$ cat config.mk
export PLATFORM = sky130hd
export DESIGN_NAME = zipcrypto_stream_decrypt
export DESIGN_NICKNAME = d
export VERILOG_FILES = /design/src/design/zcd_pkg.sv /design/src/design/zcd_ctrl.sv /design/src/design/zcd_datapath.sv /design/src/design/zipcrypto_stream_decrypt.sv
export SDC_FILE = /design/constraint.sdc
export NUM_CORES = 1
export LEC_CHECK = 0
export BUFFER_PORTS_ARGS = -buffer_cell sky130_fd_sc_hd__buf_2
export CORE_UTILIZATION = 30
export CTS_CLUSTER_SIZE = 28
export DETAILED_ROUTE_END_ITERATION = 7
export GPL_TIMING_DRIVEN = 0
export HOLD_SLACK_MARGIN = 0.12
export SYNTH_ARGS = -nofsm -noshare
export SYNTH_HDL_FRONTEND = slang
export SYNTH_SLANG_ARGS = --single-unit
$ cat constraint.sdc
create_clock -name i_clk -period 23.9 [get_ports i_clk]
set_input_delay 1.195 -clock i_clk [delete_from_list [all_inputs] [get_ports i_clk]]
set_output_delay 1.195 -clock i_clk [all_outputs]
set_load 0.01 [all_outputs]
$ cat src/design/zcd_pkg.sv
// ----------------------------------------------------------------------------
// zcd_pkg
// Shared constants, command struct and key-schedule functions for the
// traditional ZIP stream decryptor.
// ----------------------------------------------------------------------------
package zcd_pkg;

    localparam logic [1:0]  MODE_RESET   = 2'd0;
    localparam logic [1:0]  MODE_ABSORB  = 2'd1;
    localparam logic [1:0]  MODE_DECRYPT = 2'd2;

    localparam logic [31:0] CRC_POLY     = 32'hEDB8_8320;
    localparam logic [31:0] KEY0_START   = 32'h1234_5678;
    localparam logic [31:0] KEY1_START   = 32'h2345_6789;
    localparam logic [31:0] KEY2_START   = 32'h3456_7890;
    localparam logic [31:0] KEY1_MULT    = 32'h0808_8405;

    typedef struct packed {
        logic ld_start;
        logic step1;
        logic use_plain;
        logic step2;
        logic out_load;
    } t_cmd;

    function automatic logic [31:0] crc_byte_step(input logic [31:0] crc,
                                                  input logic [7:0]  b);
        logic [31:0] x;
        x = crc ^ {24'd0, b};
        for (int i = 0; i < 8; i++) begin
            x = x[0] ? ((x >> 1) ^ CRC_POLY) : (x >> 1);
        end
        return x;
    endfunction

    function automatic logic [7:0] stream_byte(input logic [31:0] key2);
        logic [15:0] t;
        logic [31:0] p;
        t = key2[15:0] | 16'd2;
        p = {16'd0, t} * {16'd0, t ^ 16'd1};
        return p[15:8];
    endfunction

endpackage

$ cat src/design/zcd_ctrl.sv
// ----------------------------------------------------------------------------
// zcd_ctrl
// Sequencer: takes an item, runs the two key-update steps and manages the
// output register's valid flag.
// ----------------------------------------------------------------------------
module zcd_ctrl (
    input  logic          i_clk,
    input  logic          i_rst_n,
    input  logic          i_in_valid,
    input  logic [1:0]    i_mode,
    output logic          o_in_stall,
    output logic          o_out_valid,
    input  logic          i_out_stall,
    output zcd_pkg::t_cmd o_cmd
);
    import zcd_pkg::*;

    typedef enum logic [0:0] {S_IDLE, S_MIX} t_state;

    t_state r_state;
    logic   r_dec;
    logic   r_out_valid;
    logic   accept;
    logic   finish;

    assign accept = i_in_valid && (r_state == S_IDLE);
    assign finish = (r_state == S_MIX) && !(r_dec && r_out_valid && i_out_stall);

    always_comb begin
        o_cmd.ld_start  = accept && (i_mode == MODE_RESET);
        o_cmd.step1     = accept && ((i_mode == MODE_ABSORB) || (i_mode == MODE_DECRYPT));
        o_cmd.use_plain = (i_mode == MODE_DECRYPT);
        o_cmd.step2     = finish;
        o_cmd.out_load  = finish && r_dec;
    end

    assign o_in_stall  = (r_state != S_IDLE);
    assign o_out_valid = r_out_valid;

    always_ff @(posedge i_clk) begin
        if (!i_rst_n) begin
            r_state     <= S_IDLE;
            r_dec       <= 1'b0;
            r_out_valid <= 1'b0;
        end else begin
            case (r_state)
                S_IDLE: begin
                    if (o_cmd.step1) begin
                        r_state <= S_MIX;
                        r_dec   <= o_cmd.use_plain;
                    end
                end
                S_MIX: begin
                    if (finish) begin
                        r_state <= S_IDLE;
                    end
                end
                default: r_state <= S_IDLE;
            endcase
            if (o_cmd.out_load) begin
                r_out_valid <= 1'b1;
            end else if (!i_out_stall) begin
                r_out_valid <= 1'b0;
            end
        end
    end

    // a waiting result is never overwritten
    a_no_overwrite: assert property (@(posedge i_clk) disable iff (!i_rst_n)
        o_cmd.out_load |-> !(r_out_valid && i_out_stall))
        else $error("output register overwritten while stalled");

    a_step_to_mix: assert property (@(posedge i_clk) disable iff (!i_rst_n)
        o_cmd.step1 |=> (r_state == S_MIX))
        else $error("key update not started after accept");

    a_valid_from_dec: assert property (@(posedge i_clk) disable iff (!i_rst_n)
        $rose(r_out_valid) |-> $past(r_dec && r_state == S_MIX))
        else $error("result raised without a decrypt item");

    a_stalled_holds: assert property (@(posedge i_clk) disable iff (!i_rst_n)
        (r_out_valid && i_out_stall) |=> r_out_valid)
        else $error("result dropped while stalled");

endmodule

$ cat src/design/zcd_datapath.sv
// ----------------------------------------------------------------------------
// zcd_datapath
// Key registers, keystream, CRC and multiply steps, and the output register.
// ----------------------------------------------------------------------------
module zcd_datapath (
    input  logic          i_clk,
    input  logic          i_rst_n,
    input  zcd_pkg::t_cmd i_cmd,
    input  logic [7:0]    i_data_byte,
    output logic [7:0]    o_plain_byte
);
    import zcd_pkg::*;

    logic [31:0] r_key0;
    logic [31:0] r_key1;
    logic [31:0] r_key2;
    logic [31:0] r_sum;
    logic [7:0]  r_plain;
    logic [7:0]  r_out;

    logic [7:0]  plain;
    logic [7:0]  feed;
    logic [31:0] n_key0;
    logic [31:0] n_key1;
    logic [31:0] n_key2;

    always_comb begin
        plain  = i_data_byte ^ stream_byte(r_key2);
        feed   = i_cmd.use_plain ? plain : i_data_byte;
        n_key0 = crc_byte_step(r_key0, feed);
        n_key1 = r_sum * KEY1_MULT + 32'd1;
        n_key2 = crc_byte_step(r_key2, n_key1[31:24]);
    end

    always_ff @(posedge i_clk) begin
        if (!i_rst_n) begin
            r_key0 <= KEY0_START;
            r_key1 <= KEY1_START;
            r_key2 <= KEY2_START;
        end else if (i_cmd.ld_start) begin
            r_key0 <= KEY0_START;
            r_key1 <= KEY1_START;
            r_key2 <= KEY2_START;
        end else begin
            if (i_cmd.step1) begin
                r_key0 <= n_key0;
            end
            if (i_cmd.step2) begin
                r_key1 <= n_key1;
                r_key2 <= n_key2;
            end
        end
    end

    always_ff @(posedge i_clk) begin
        if (i_cmd.step1) begin
            r_sum   <= r_key1 + {24'd0, n_key0[7:0]};
            r_plain <= plain;
        end
        if (i_cmd.out_load) begin
            r_out <= r_plain;
        end
    end

    assign o_plain_byte = r_out;

endmodule

$ cat src/design/zipcrypto_stream_decrypt.sv
// ----------------------------------------------------------------------------
// zipcrypto_stream_decrypt
// Traditional ZIP encryption key schedule and stream decryptor.
// ----------------------------------------------------------------------------
// An absorb or decrypt item runs as a first and a second step: the first forms the keystream
// byte, the plain byte, the key0 CRC step and key1 plus key0's low byte; the
// second does the key1 multiply and the key2 CRC step. A reset item loads the
// start keys when it is taken. A decrypt result sits in an output register, so the next item is
// taken while it waits; the second step of a following decrypt item holds
// only while that register is still full and stalled. Other mode codes are
// consumed with no effect.
module zipcrypto_stream_decrypt (
    input  logic       i_clk,
    input  logic       i_rst_n,
    input  logic       i_valid,
    output logic       o_stall,
    input  logic [1:0] i_mode,
    input  logic [7:0] i_data_byte,
    output logic       o_valid,
    input  logic       i_stall,
    output logic [7:0] o_plain_byte
);
    import zcd_pkg::*;

    t_cmd cmd;

    zcd_ctrl u_ctrl (
        .i_clk       (i_clk),
        .i_rst_n     (i_rst_n),
        .i_in_valid  (i_valid),
        .i_mode      (i_mode),
        .o_in_stall  (o_stall),
        .o_out_valid (o_valid),
        .i_out_stall (i_stall),
        .o_cmd       (cmd)
    );

    zcd_datapath u_datapath (
        .i_clk        (i_clk),
        .i_rst_n      (i_rst_n),
        .i_cmd        (cmd),
        .i_data_byte  (i_data_byte),
        .o_plain_byte (o_plain_byte)
    );

endmodule
* Yosys cells after proc, flatten, opt, wreduce, memory -nomap -nowiden
Cells that the tools add are included.
** Word-level totals
- Latch bits :: 0
- Bits in read-only memories :: 0
- RAM bits :: 0
- Register bits after elaboration :: 147
- Input port bits :: 14
- Output and inout port bits :: 10
- Memories kept :: 0
- Logic and storage cells :: 72
** Cells by class
- $mul :: 2
- Eq/ne operators :: 3
- $lt $le $gt $ge :: 0
- Muxes and demuxes :: 22
- Bitwise operators :: 22
- Shift operators :: 0
- Reductions and logical operators :: 12
- Add/sub/neg operators :: 2
- Divide/modulo/power cells :: 0
** Operators by type and width (count)
- two-way mux 32 bit :: 16
- NOT 13 -> 14 bit :: 16
- XOR 32 x 8 -> 32 bit :: 2
- adder 32 x 1 -> 32 bit, second input constant :: 1
- adder 32 x 8 -> 32 bit :: 1
- multiplier 32 x 28 -> 32 bit, second input constant :: 1
- multiplier 16 x 16 -> 16 bit :: 1
- two-way mux 8 bit :: 1
- XOR 8 bit :: 1
- logical AND 1 bit :: 7
- two-way mux 1 bit :: 4
- NOT 1 bit :: 3
- equality test 2 x 1 -> 1 bit, second input constant :: 1
- equality test 2 bit, second input constant :: 1
- logical NOT 2 bit :: 1
- != test 2 x 1 -> 1 bit, second input constant :: 1
- one-hot mux 1 bit (2 select lines) :: 1
- AND reduction 2 bit :: 1
- OR reduction 2 bit :: 1
- logical NOT 1 bit :: 1
- logical OR 1 bit :: 1

* Depth between registers and ports, before layout
Gate-level depths: netlist of run 1.
- Depth after elaboration :: 22
- Mapped depth :: 36
- Gate-level depth less buffers :: 34

* Cells and area by module
Synthesis of run 1 repeated with hierarchy kept, for this count alone.
** Unflattened totals
- Cell total of the unflattened synthesis :: 1530
- Area, all modules :: 14727.9 sq um
** Modules (own cells, without submodules)
- zcd_datapath :: area an instance 14546.5 sq um, cells an instance 1509, sequential area each 3363.2 sq um, instances 1
- zcd_ctrl :: area an instance 181.4 sq um, cells an instance 21, sequential area each 60.1 sq um, instances 1

* Worst setup path after synthesis of run 1
OpenSTA, ideal clock, no wires.
- Path kind :: register to register
- Start :: register u_datapath.r_key2[5]
- End :: register u_datapath.r_sum[31] (data pin)
- Setup slack :: 15.832 ns
- Library setup time :: 0.266 ns
- Cell stages (with the launch flop) :: 32
- Arrival time :: 7.803 ns
- Buffers on the path :: 2
- Required time :: 23.634 ns
- Period minus slack after synthesis :: 8.068 ns
- Cells stage by stage :: dfxtp_1 -> clkbuf_1 -> inv_1 -> nor2_1 -> inv_1 -> fa_1 -> fa_1 -> fa_1 -> inv_1 -> fa_1 -> inv_1 -> fa_1 -> fa_1 -> inv_1 -> ha_1 -> clkbuf_1 -> nand2_1 -> o41ai_1 -> xnor2_1 -> mux2i_1 -> xnor2_1 -> xnor2_2 -> xnor2_1 -> ha_1 -> inv_1 -> o21bai_1 -> a21o_1 -> a21oi_1 -> or3_1 -> nand2b_1 -> nor3_1 -> xor2_1
** On the way
- Elaborated cells between the ends (all ways) :: 21
- Those cells by class :: 1 x add/sub; 1 x mul; 9 x mux; 10 x bitwise
** RTL lines
- start, declared :: RTL line zcd_datapath.sv:16 : logic [31:0] r_key2;
- start signal, assigned :: RTL line zcd_datapath.sv:50 : r_key2 <= n_key2;
- multiplier 16 x 16 -> 16 bit (*) :: RTL line zcd_pkg.sv:40 : p = {16'd0, t} * {16'd0, t ^ 16'd1};
- XOR 8 bit (*) :: RTL line zcd_datapath.sv:28 : plain = i_data_byte ^ stream_byte(r_key2);
- via u_datapath.plain[7] :: RTL line zcd_datapath.sv:21 : logic [7:0] plain;
- two-way mux 8 bit (*) :: RTL line zcd_datapath.sv:29 : feed = i_cmd.use_plain ? plain : i_data_byte;
- XOR 32 x 8 -> 32 bit (*) :: RTL line zcd_pkg.sv:29 : x = crc ^ {24'd0, b};
- two-way mux 32 bit (*) :: RTL line zcd_pkg.sv:31 : x = x[0] ? ((x >> 1) ^ CRC_POLY) : (x >> 1);
- NOT 13 -> 14 bit (no source line)
- two-way mux 32 bit (*) (7 in series) :: RTL line zcd_pkg.sv:31
- via u_datapath.n_key0[5] :: RTL line zcd_datapath.sv:23 : logic [31:0] n_key0;
- adder 32 x 8 -> 32 bit (*) :: RTL line zcd_datapath.sv:57 : r_sum <= r_key1 + {24'd0, n_key0[7:0]};
- end signal, assigned :: RTL line zcd_datapath.sv:57
- end, declared :: RTL line zcd_datapath.sv:17 : logic [31:0] r_sum;
Mark *: on every way through the listed nets, which the timed path passes. The rest lies on a longest branch.
A chain may end at the register's enable or synchronous reset.

* Final worst setup path of run 1
- Start :: register u_datapath.r_key2[2]
- End :: register u_datapath.r_sum[31] (data pin)
Same word-level chain as after synthesis.

==> results of run 1 <==
==> area by class of cell <==
type                            instances  area, sq um  share of cell area
Sequential cell                       147         3420               0.217
Inverter                              234          878              0.0556
Clock inverter                         11          114             0.00720
Timing Repair Buffer                   24          135             0.00855
Buffer                                 45          170              0.0108
Clock buffer                           21          450              0.0285
Tap cell                              607          759              0.0480
Multi-Input combinational cell       1100         9880               0.625
==> per-stage QoR <==
stage	instances	hold slack (ns)	cell area (sq um)	setup slack, ns	util
after floorplan	1526	0.400	14300	15.83	-
after global placement	2156	0.401	15200	13.97	0.325
after detailed placement	2157	0.407	15200	13.98	0.325
after CTS	2189	0.419	15800	13.92	0.337
after global routing	2189	0.434	15800	13.42	0.337
final	2189	0.417	15800	14.03	0.337
==> cells by family (layout without fill, tap and decap cells) <==
kind of cell / Yosys count / in the layout / synth area share
simple gates: 348 / 348 / 0.108
fa+ha+maj: 292 / 292 / 0.317
buf+inv: 279 / 335 / 0.0730
xor+xnor: 243 / 243 / 0.165
compound gates: 211 / 211 / 0.0937
flops: 147 / 147 / 0.239
mux: 5 / 5 / 0.00436
other cells: 1 / 1 / 0.000261
==> cell usage in the layout, fill, tap and decap left out, types with 6 or more instances in the layout <==
| cell | n |
|---|---|
| nor3_1 | 12 |
| a211oi_1 | 13 |
| buf_2 | 23 |
| dfxtp_1 | 99 |
| nor2b_1 | 13 |
| edfxtp_1 | 48 |
| nand4_1 | 6 |
| fa_1 | 119 |
| a21oi_1 | 91 |
| xnor2_1 | 151 |
| o21ai_0 | 23 |
| inv_1 | 234 |
| nand3_1 | 19 |
| and2_1 | 20 |
| clkbuf_1 | 44 |
| and3_1 | 9 |
| a21o_1 | 15 |
| clkbuf_16 | 17 |
| o211ai_1 | 27 |
| xor2_1 | 73 |
| ha_1 | 173 |
| nor2_1 | 77 |
| o21bai_1 | 8 |
| nand2_1 | 167 |
| nand2b_1 | 9 |
==> sequential cells by signal (all words and copies together) (netlist names) <==
name,cells
u_datapath.r_plain,8
u_ctrl.r_dec,1
u_datapath.r_key0,32
u_datapath.r_key1,32
u_ctrl.o_out_valid,1
u_datapath.r_key2,32
u_datapath.r_sum,32
u_datapath.o_plain_byte,8
u_ctrl.o_in_stall,1
==> per-layer routing <==
metal  track usage  vias up  wire, um
met2         0.249      191     16200
met5             0        -         0
li1              -     5025         -
met1         0.207     5067     16700
met3        0.0252       48      1520
met4        0.0390        0       693
==> critical path: cells and delay by family, from the launching register on <==
| family | cells | cell delay [ns] |
|---|---|---|
| DFF | 1 | 0.57 |
| muxes | 1 | 0.24 |
| buffers and inverters | 8 | 1.31 |
| AOI/OAI and AO/OA | 4 | 1.07 |
| and+or+nand+nor | 5 | 0.99 |
| xor gates and xnor gates | 5 | 1.92 |
| adders and majority gates | 8 | 3.50 |
==> path summary, 6_finish.rpt <==
path / from / end / slack (ns) / cells after the start
setup reg to reg: u_datapath.r_key2[2]$_SDFFE_PP0P_ / u_datapath.r_sum[31]$_DFFE_PP_ / 14.03 / 31
hold / removal: u_datapath.r_plain[2]$_DFFE_PP_ / u_datapath.o_plain_byte[2]$_DFFE_PP_ / 0.42 / 0
hold reg to reg: u_datapath.r_plain[2]$_DFFE_PP_ / u_datapath.o_plain_byte[2]$_DFFE_PP_ / 0.42 / 0
setup / recovery: u_datapath.r_key2[2]$_SDFFE_PP0P_ / u_datapath.r_sum[31]$_DFFE_PP_ / 14.03 / 31
==> key figures, run 1 <==
Yosys
  – Sequential element share of the synthesized area: 0.239
  – Synth cell count leaders: 234 x inv_1, 173 x ha_1, 167 x nand2_1
  – Ys async rst share: 0
  – Count leader, synth: inv_1
  – Synth top area cells: fa_1 17%, ha_1 15%, dfxtp_1 14%, edfxtp_1 10%, xnor2_1 9.2%
  – Mean Syn Cell Area: 9.40 sq um
  – Post-synth EDFFs: 48
  – Synthesized Nets: 1832
  – Number of cells produced by synthesis: 1526
  – Yosys top cell area share: 0.166
  – Synth Warn #: 0
  – Mapped Area: 0.0143 sq mm
  – Yosys cell types: 65
  – Ys flop type: dfxtp_1
  – #FFs+latches synth: 147
  – Area leader, netlist: fa_1

Floorplanning
  – CORE AREA: 0.0469 sq mm
  – Cell Rows: 79
  – Die H: 221 um
  – Starting Density: 0.306
  – Die width: 221 um
  – Die Area: 0.0487 sq mm
  – Ports: 24

Finish
  – Ant diodes: 0
  – Share of cells above drive strength 1: 0.0474
  – Final net count: 1875
  – Area Overhead vs Synth: 10.2%
  – Fill count: 4824

Worst setup path
  – Critical path type: flop to flop
  – CP Capture Type: flop
  – CP required: 24.07 ns
  – CP arrival: 10.04 ns
  – Critical Path Start Type: flop
  – Critical Path Max Stage Delay: 0.70 ns
  – Crit-path slowest cell: xnor2_1
  – Worst Path Max Fanout: 10

STA
  – Measured slew at the worst slew-check pin: 1.02 ns
  – Crit share post-route: 0.413
  – Slew Viols, Final: 0
  – Unrepaired setup endpoints after global routing: no
  – Post-route clock skew: 0.0104 ns
  – Count of final setup violators: 0
  – Maximum clock frequency: 0.101 GHz
  – Tmin final: 9.87 ns
  – Final setup TNS: 0 ns
  – Final Hold Viols: 0
  – Relative slew slack: 0.314

Drt
  – Routed wire per std cell: 16.0 um
  – Via count: 10300
  – Drt via density: 4.72
  – First DRT Iteration DRCs: 545
  – ANT nets after route: 0
  – DR pass1 iterations: 5
  – # DRC: 0
  – Final wirelength: 35.1 mm

Clock network
  – H-Tree Depth: 4
  – Clk pin slew, worst setup/hold paths: 0.06 ns
  – Hold_buf cts: 0
  – Post-CTS setup buffer count: 0
  – Clock buffer depth: 2
  – Clock root cell: clkbuf_16
  – Cts repair resizes: 0
  – Skew-Pair Late Insertion Delay: 0.43 ns
  – TritonCTS clock tree: done
  – CTS Buf Count: 17
  – Clock sink total: 147

Global route
  – Largest net degree at the start of global routing: 35
  – Initial antenna violation count: 0
  – Global Route Usage Sum: 0.152
  – Global-route congestion overflow total: 0
  – Vias in the first global route: 10600
  – Global-route wire length before repair: 57.3 mm

Min path
  – Hold crit path type: flop to flop

Placed design
  – GP Congestion: 0.870
  – Number of port buffers: 23
  – Post-DP HPWL: 27.7 mm

Job
  – Max cap viols: 0

Outcome
  – Status: complete, no violations
Power of run 1 is left out: the tool's default activity adds up to more than one toggle a clock period on the data nets, which glitch-free logic cannot reach.
==> inputs of run 2 (changes only) <==
clock period = 10.2 ns   (was 23.9 ns; I/O delays follow)
==> key figures, run 2 (synthesized netlist as in run 1, its figures left out) <==
Job
  – Max cap viols: 0 (unchanged)

Clock network
  – Post-CTS setup buffer count: 0 (unchanged)
  – CTS Buf Count: 17 (unchanged)
  – Clock buffer depth: 2 (unchanged)
  – H-Tree Depth: 4 (unchanged)
  – Clk pin slew, worst setup/hold paths: 0.06 ns (about the same)
  – TritonCTS clock tree: done
  – Skew-Pair Late Insertion Delay: 0.43 ns (about the same)
  – Clock sink total: 147 (unchanged)
  – Clock root cell: clkbuf_16

Worst setup path
  – Critical Path Max Stage Delay: 0.60 ns (-0.10 ns)
  – CP arrival: 9.89 ns (-0.15 ns)
  – Critical Path Start Type: flop
  – CP Capture Type: flop
  – Worst Path Max Fanout: 10 (unchanged)
  – CP required: 10.37 ns (-13.70 ns)
  – Critical path type: flop to flop
  – Crit-path slowest cell: clkbuf_1

STA
  – Crit share post-route: 0.952 (+0.539)
  – Tmin final: 9.71 ns (-0.157 ns)
  – Count of final setup violators: 0 (unchanged)
  – Slew Viols, Final: 0 (unchanged)
  – Relative slew slack: 0.305 (-0.00931)
  – Maximum clock frequency: 0.103 GHz (+1.6%)
  – Final Hold Viols: 0 (unchanged)
  – Final setup TNS: 0 ns (unchanged)
  – Unrepaired setup endpoints after global routing: no
  – WHS: 0.354 ns (-0.0633 ns)
  – Measured slew at the worst slew-check pin: 1.03 ns (+0.0139 ns)
  – Post-route clock skew: 0.0106 ns (+0.000144 ns)

Outcome
  – Status: complete, no violations

Floorplanning
  – Starting Density: 0.306 (unchanged)
  – Ports: 24 (unchanged)
  – Die Area: 0.0487 sq mm (unchanged)
  – CORE AREA: 0.0469 sq mm (unchanged)
  – Die H: 221 um (unchanged)
  – Die width: 221 um (unchanged)
  – Cell Rows: 79 (unchanged)

Placed design
  – GP Congestion: 0.870 (unchanged)
  – Post-DP HPWL: 27.7 mm (unchanged)
  – Number of port buffers: 23 (unchanged)

Global route
  – Vias in the first global route: 10600 (unchanged)
  – Global Route Usage Sum: 0.152 (unchanged)
  – Global-route wire length before repair: 57.3 mm (unchanged)
  – Initial antenna violation count: 0 (unchanged)
  – Largest net degree at the start of global routing: 35 (unchanged)
  – Global-route congestion overflow total: 0 (unchanged)

Finish
  – Ant diodes: 0 (unchanged)
  – Commonest non-fill, non-tap cells in the layout: 234 x inv_1, 173 x ha_1, 167 x nand2_1
  – Area Overhead vs Synth: 10.4%
  – Share of cells above drive strength 1: 0.0493 (+0.00190)
  – Most common cell after layout, fill and taps aside: inv_1
  – Final net count: 1875 (unchanged)

Drt
  – Routed wire per std cell: 16.0 um (-0.11%)
  – Drt via density: 4.72 (about the same)
  – DR pass1 iterations: 5 (unchanged)
  – ANT nets after route: 0 (unchanged)
  – Via count: 10300 (+0.0097%)
  – Final wirelength: 35.1 mm (-0.11%)
  – # DRC: 0 (unchanged)
  – First DRT Iteration DRCs: 605 (+11%)

Min path
  – Hold crit path type: input pin to flop
## run 2: changes by cell type in the layout (fill, tap and decap cells not counted)
cell / change
clkbuf_1: -1
clkbuf_2: +1
xnor2_1: -2
xnor2_2: +1
xnor2_4: +1
## run 2: worst paths after layout
| kind | slack, ns | startpoint | depth (start not counted) | to |
|---|---|---|---|---|
| max | 0.49 | u_datapath.r_key2[0]$_SDFFE_PP0P_ | 35 | u_datapath.r_sum[28]$_DFFE_PP_ |
| min | 0.35 | i_rst_n | 2 | u_ctrl.o_out_valid$_SDFFE_PN0P_ |
| max reg2reg | 0.49 | u_datapath.r_key2[0]$_SDFFE_PP0P_ | 35 | u_datapath.r_sum[28]$_DFFE_PP_ |
| min reg2reg | 0.42 | u_datapath.r_plain[2]$_DFFE_PP_ | 0 | u_datapath.o_plain_byte[2]$_DFFE_PP_ |
## run 2: critical path, delay by kind of cell, from the launching register on
kind	cells	cell delay [ns]
AO/OA/AOI/OAI	7	1.57
XOR/XNOR	6	2.09
adder cells (fa/ha/maj)	8	2.85
buffers and inverters	7	1.35
flip-flops	1	0.40
AND/OR/NAND/NOR	7	1.17
## run 2: metrics by stage
step	setup WS, ns	cell area, sq um	utilization	instances
after floorplan	2.13	14300	-	1526
after global placement	0.272	15200	0.325	2156
after detailed placement	0.281	15200	0.325	2157
after CTS	0.221	15800	0.337	2189
after global routing	0.0286	15800	0.338	2189
final	0.487	15800	0.338	2189
## run 2: area by class of cell
class	instances	area, sq um
Fill cell	4822	31000
Multi-Input combinational cell	1100	9900
Sequential cell	147	3420
Inverter	234	878
Tap cell	607	759
Clock buffer	21	450
Buffer	45	171
Timing Repair Buffer	24	135
Clock inverter	11	114
## run 2: layer usage
layer  track usage  share of wire  vias up
met3        0.0252          0.045       45
met1         0.207           0.47     5048
li1              -              -     5029
met4        0.0390          0.018        0
met2         0.249           0.46      210
met5             0              0        -
## run 2: repair_timing
action                                  in CTS  in global routing
hold buffers                                 0                  0
gates resized for setup                      0                  5
endpoints found under the setup margin       0                 11
Power of run 2 is left out for the same reason.
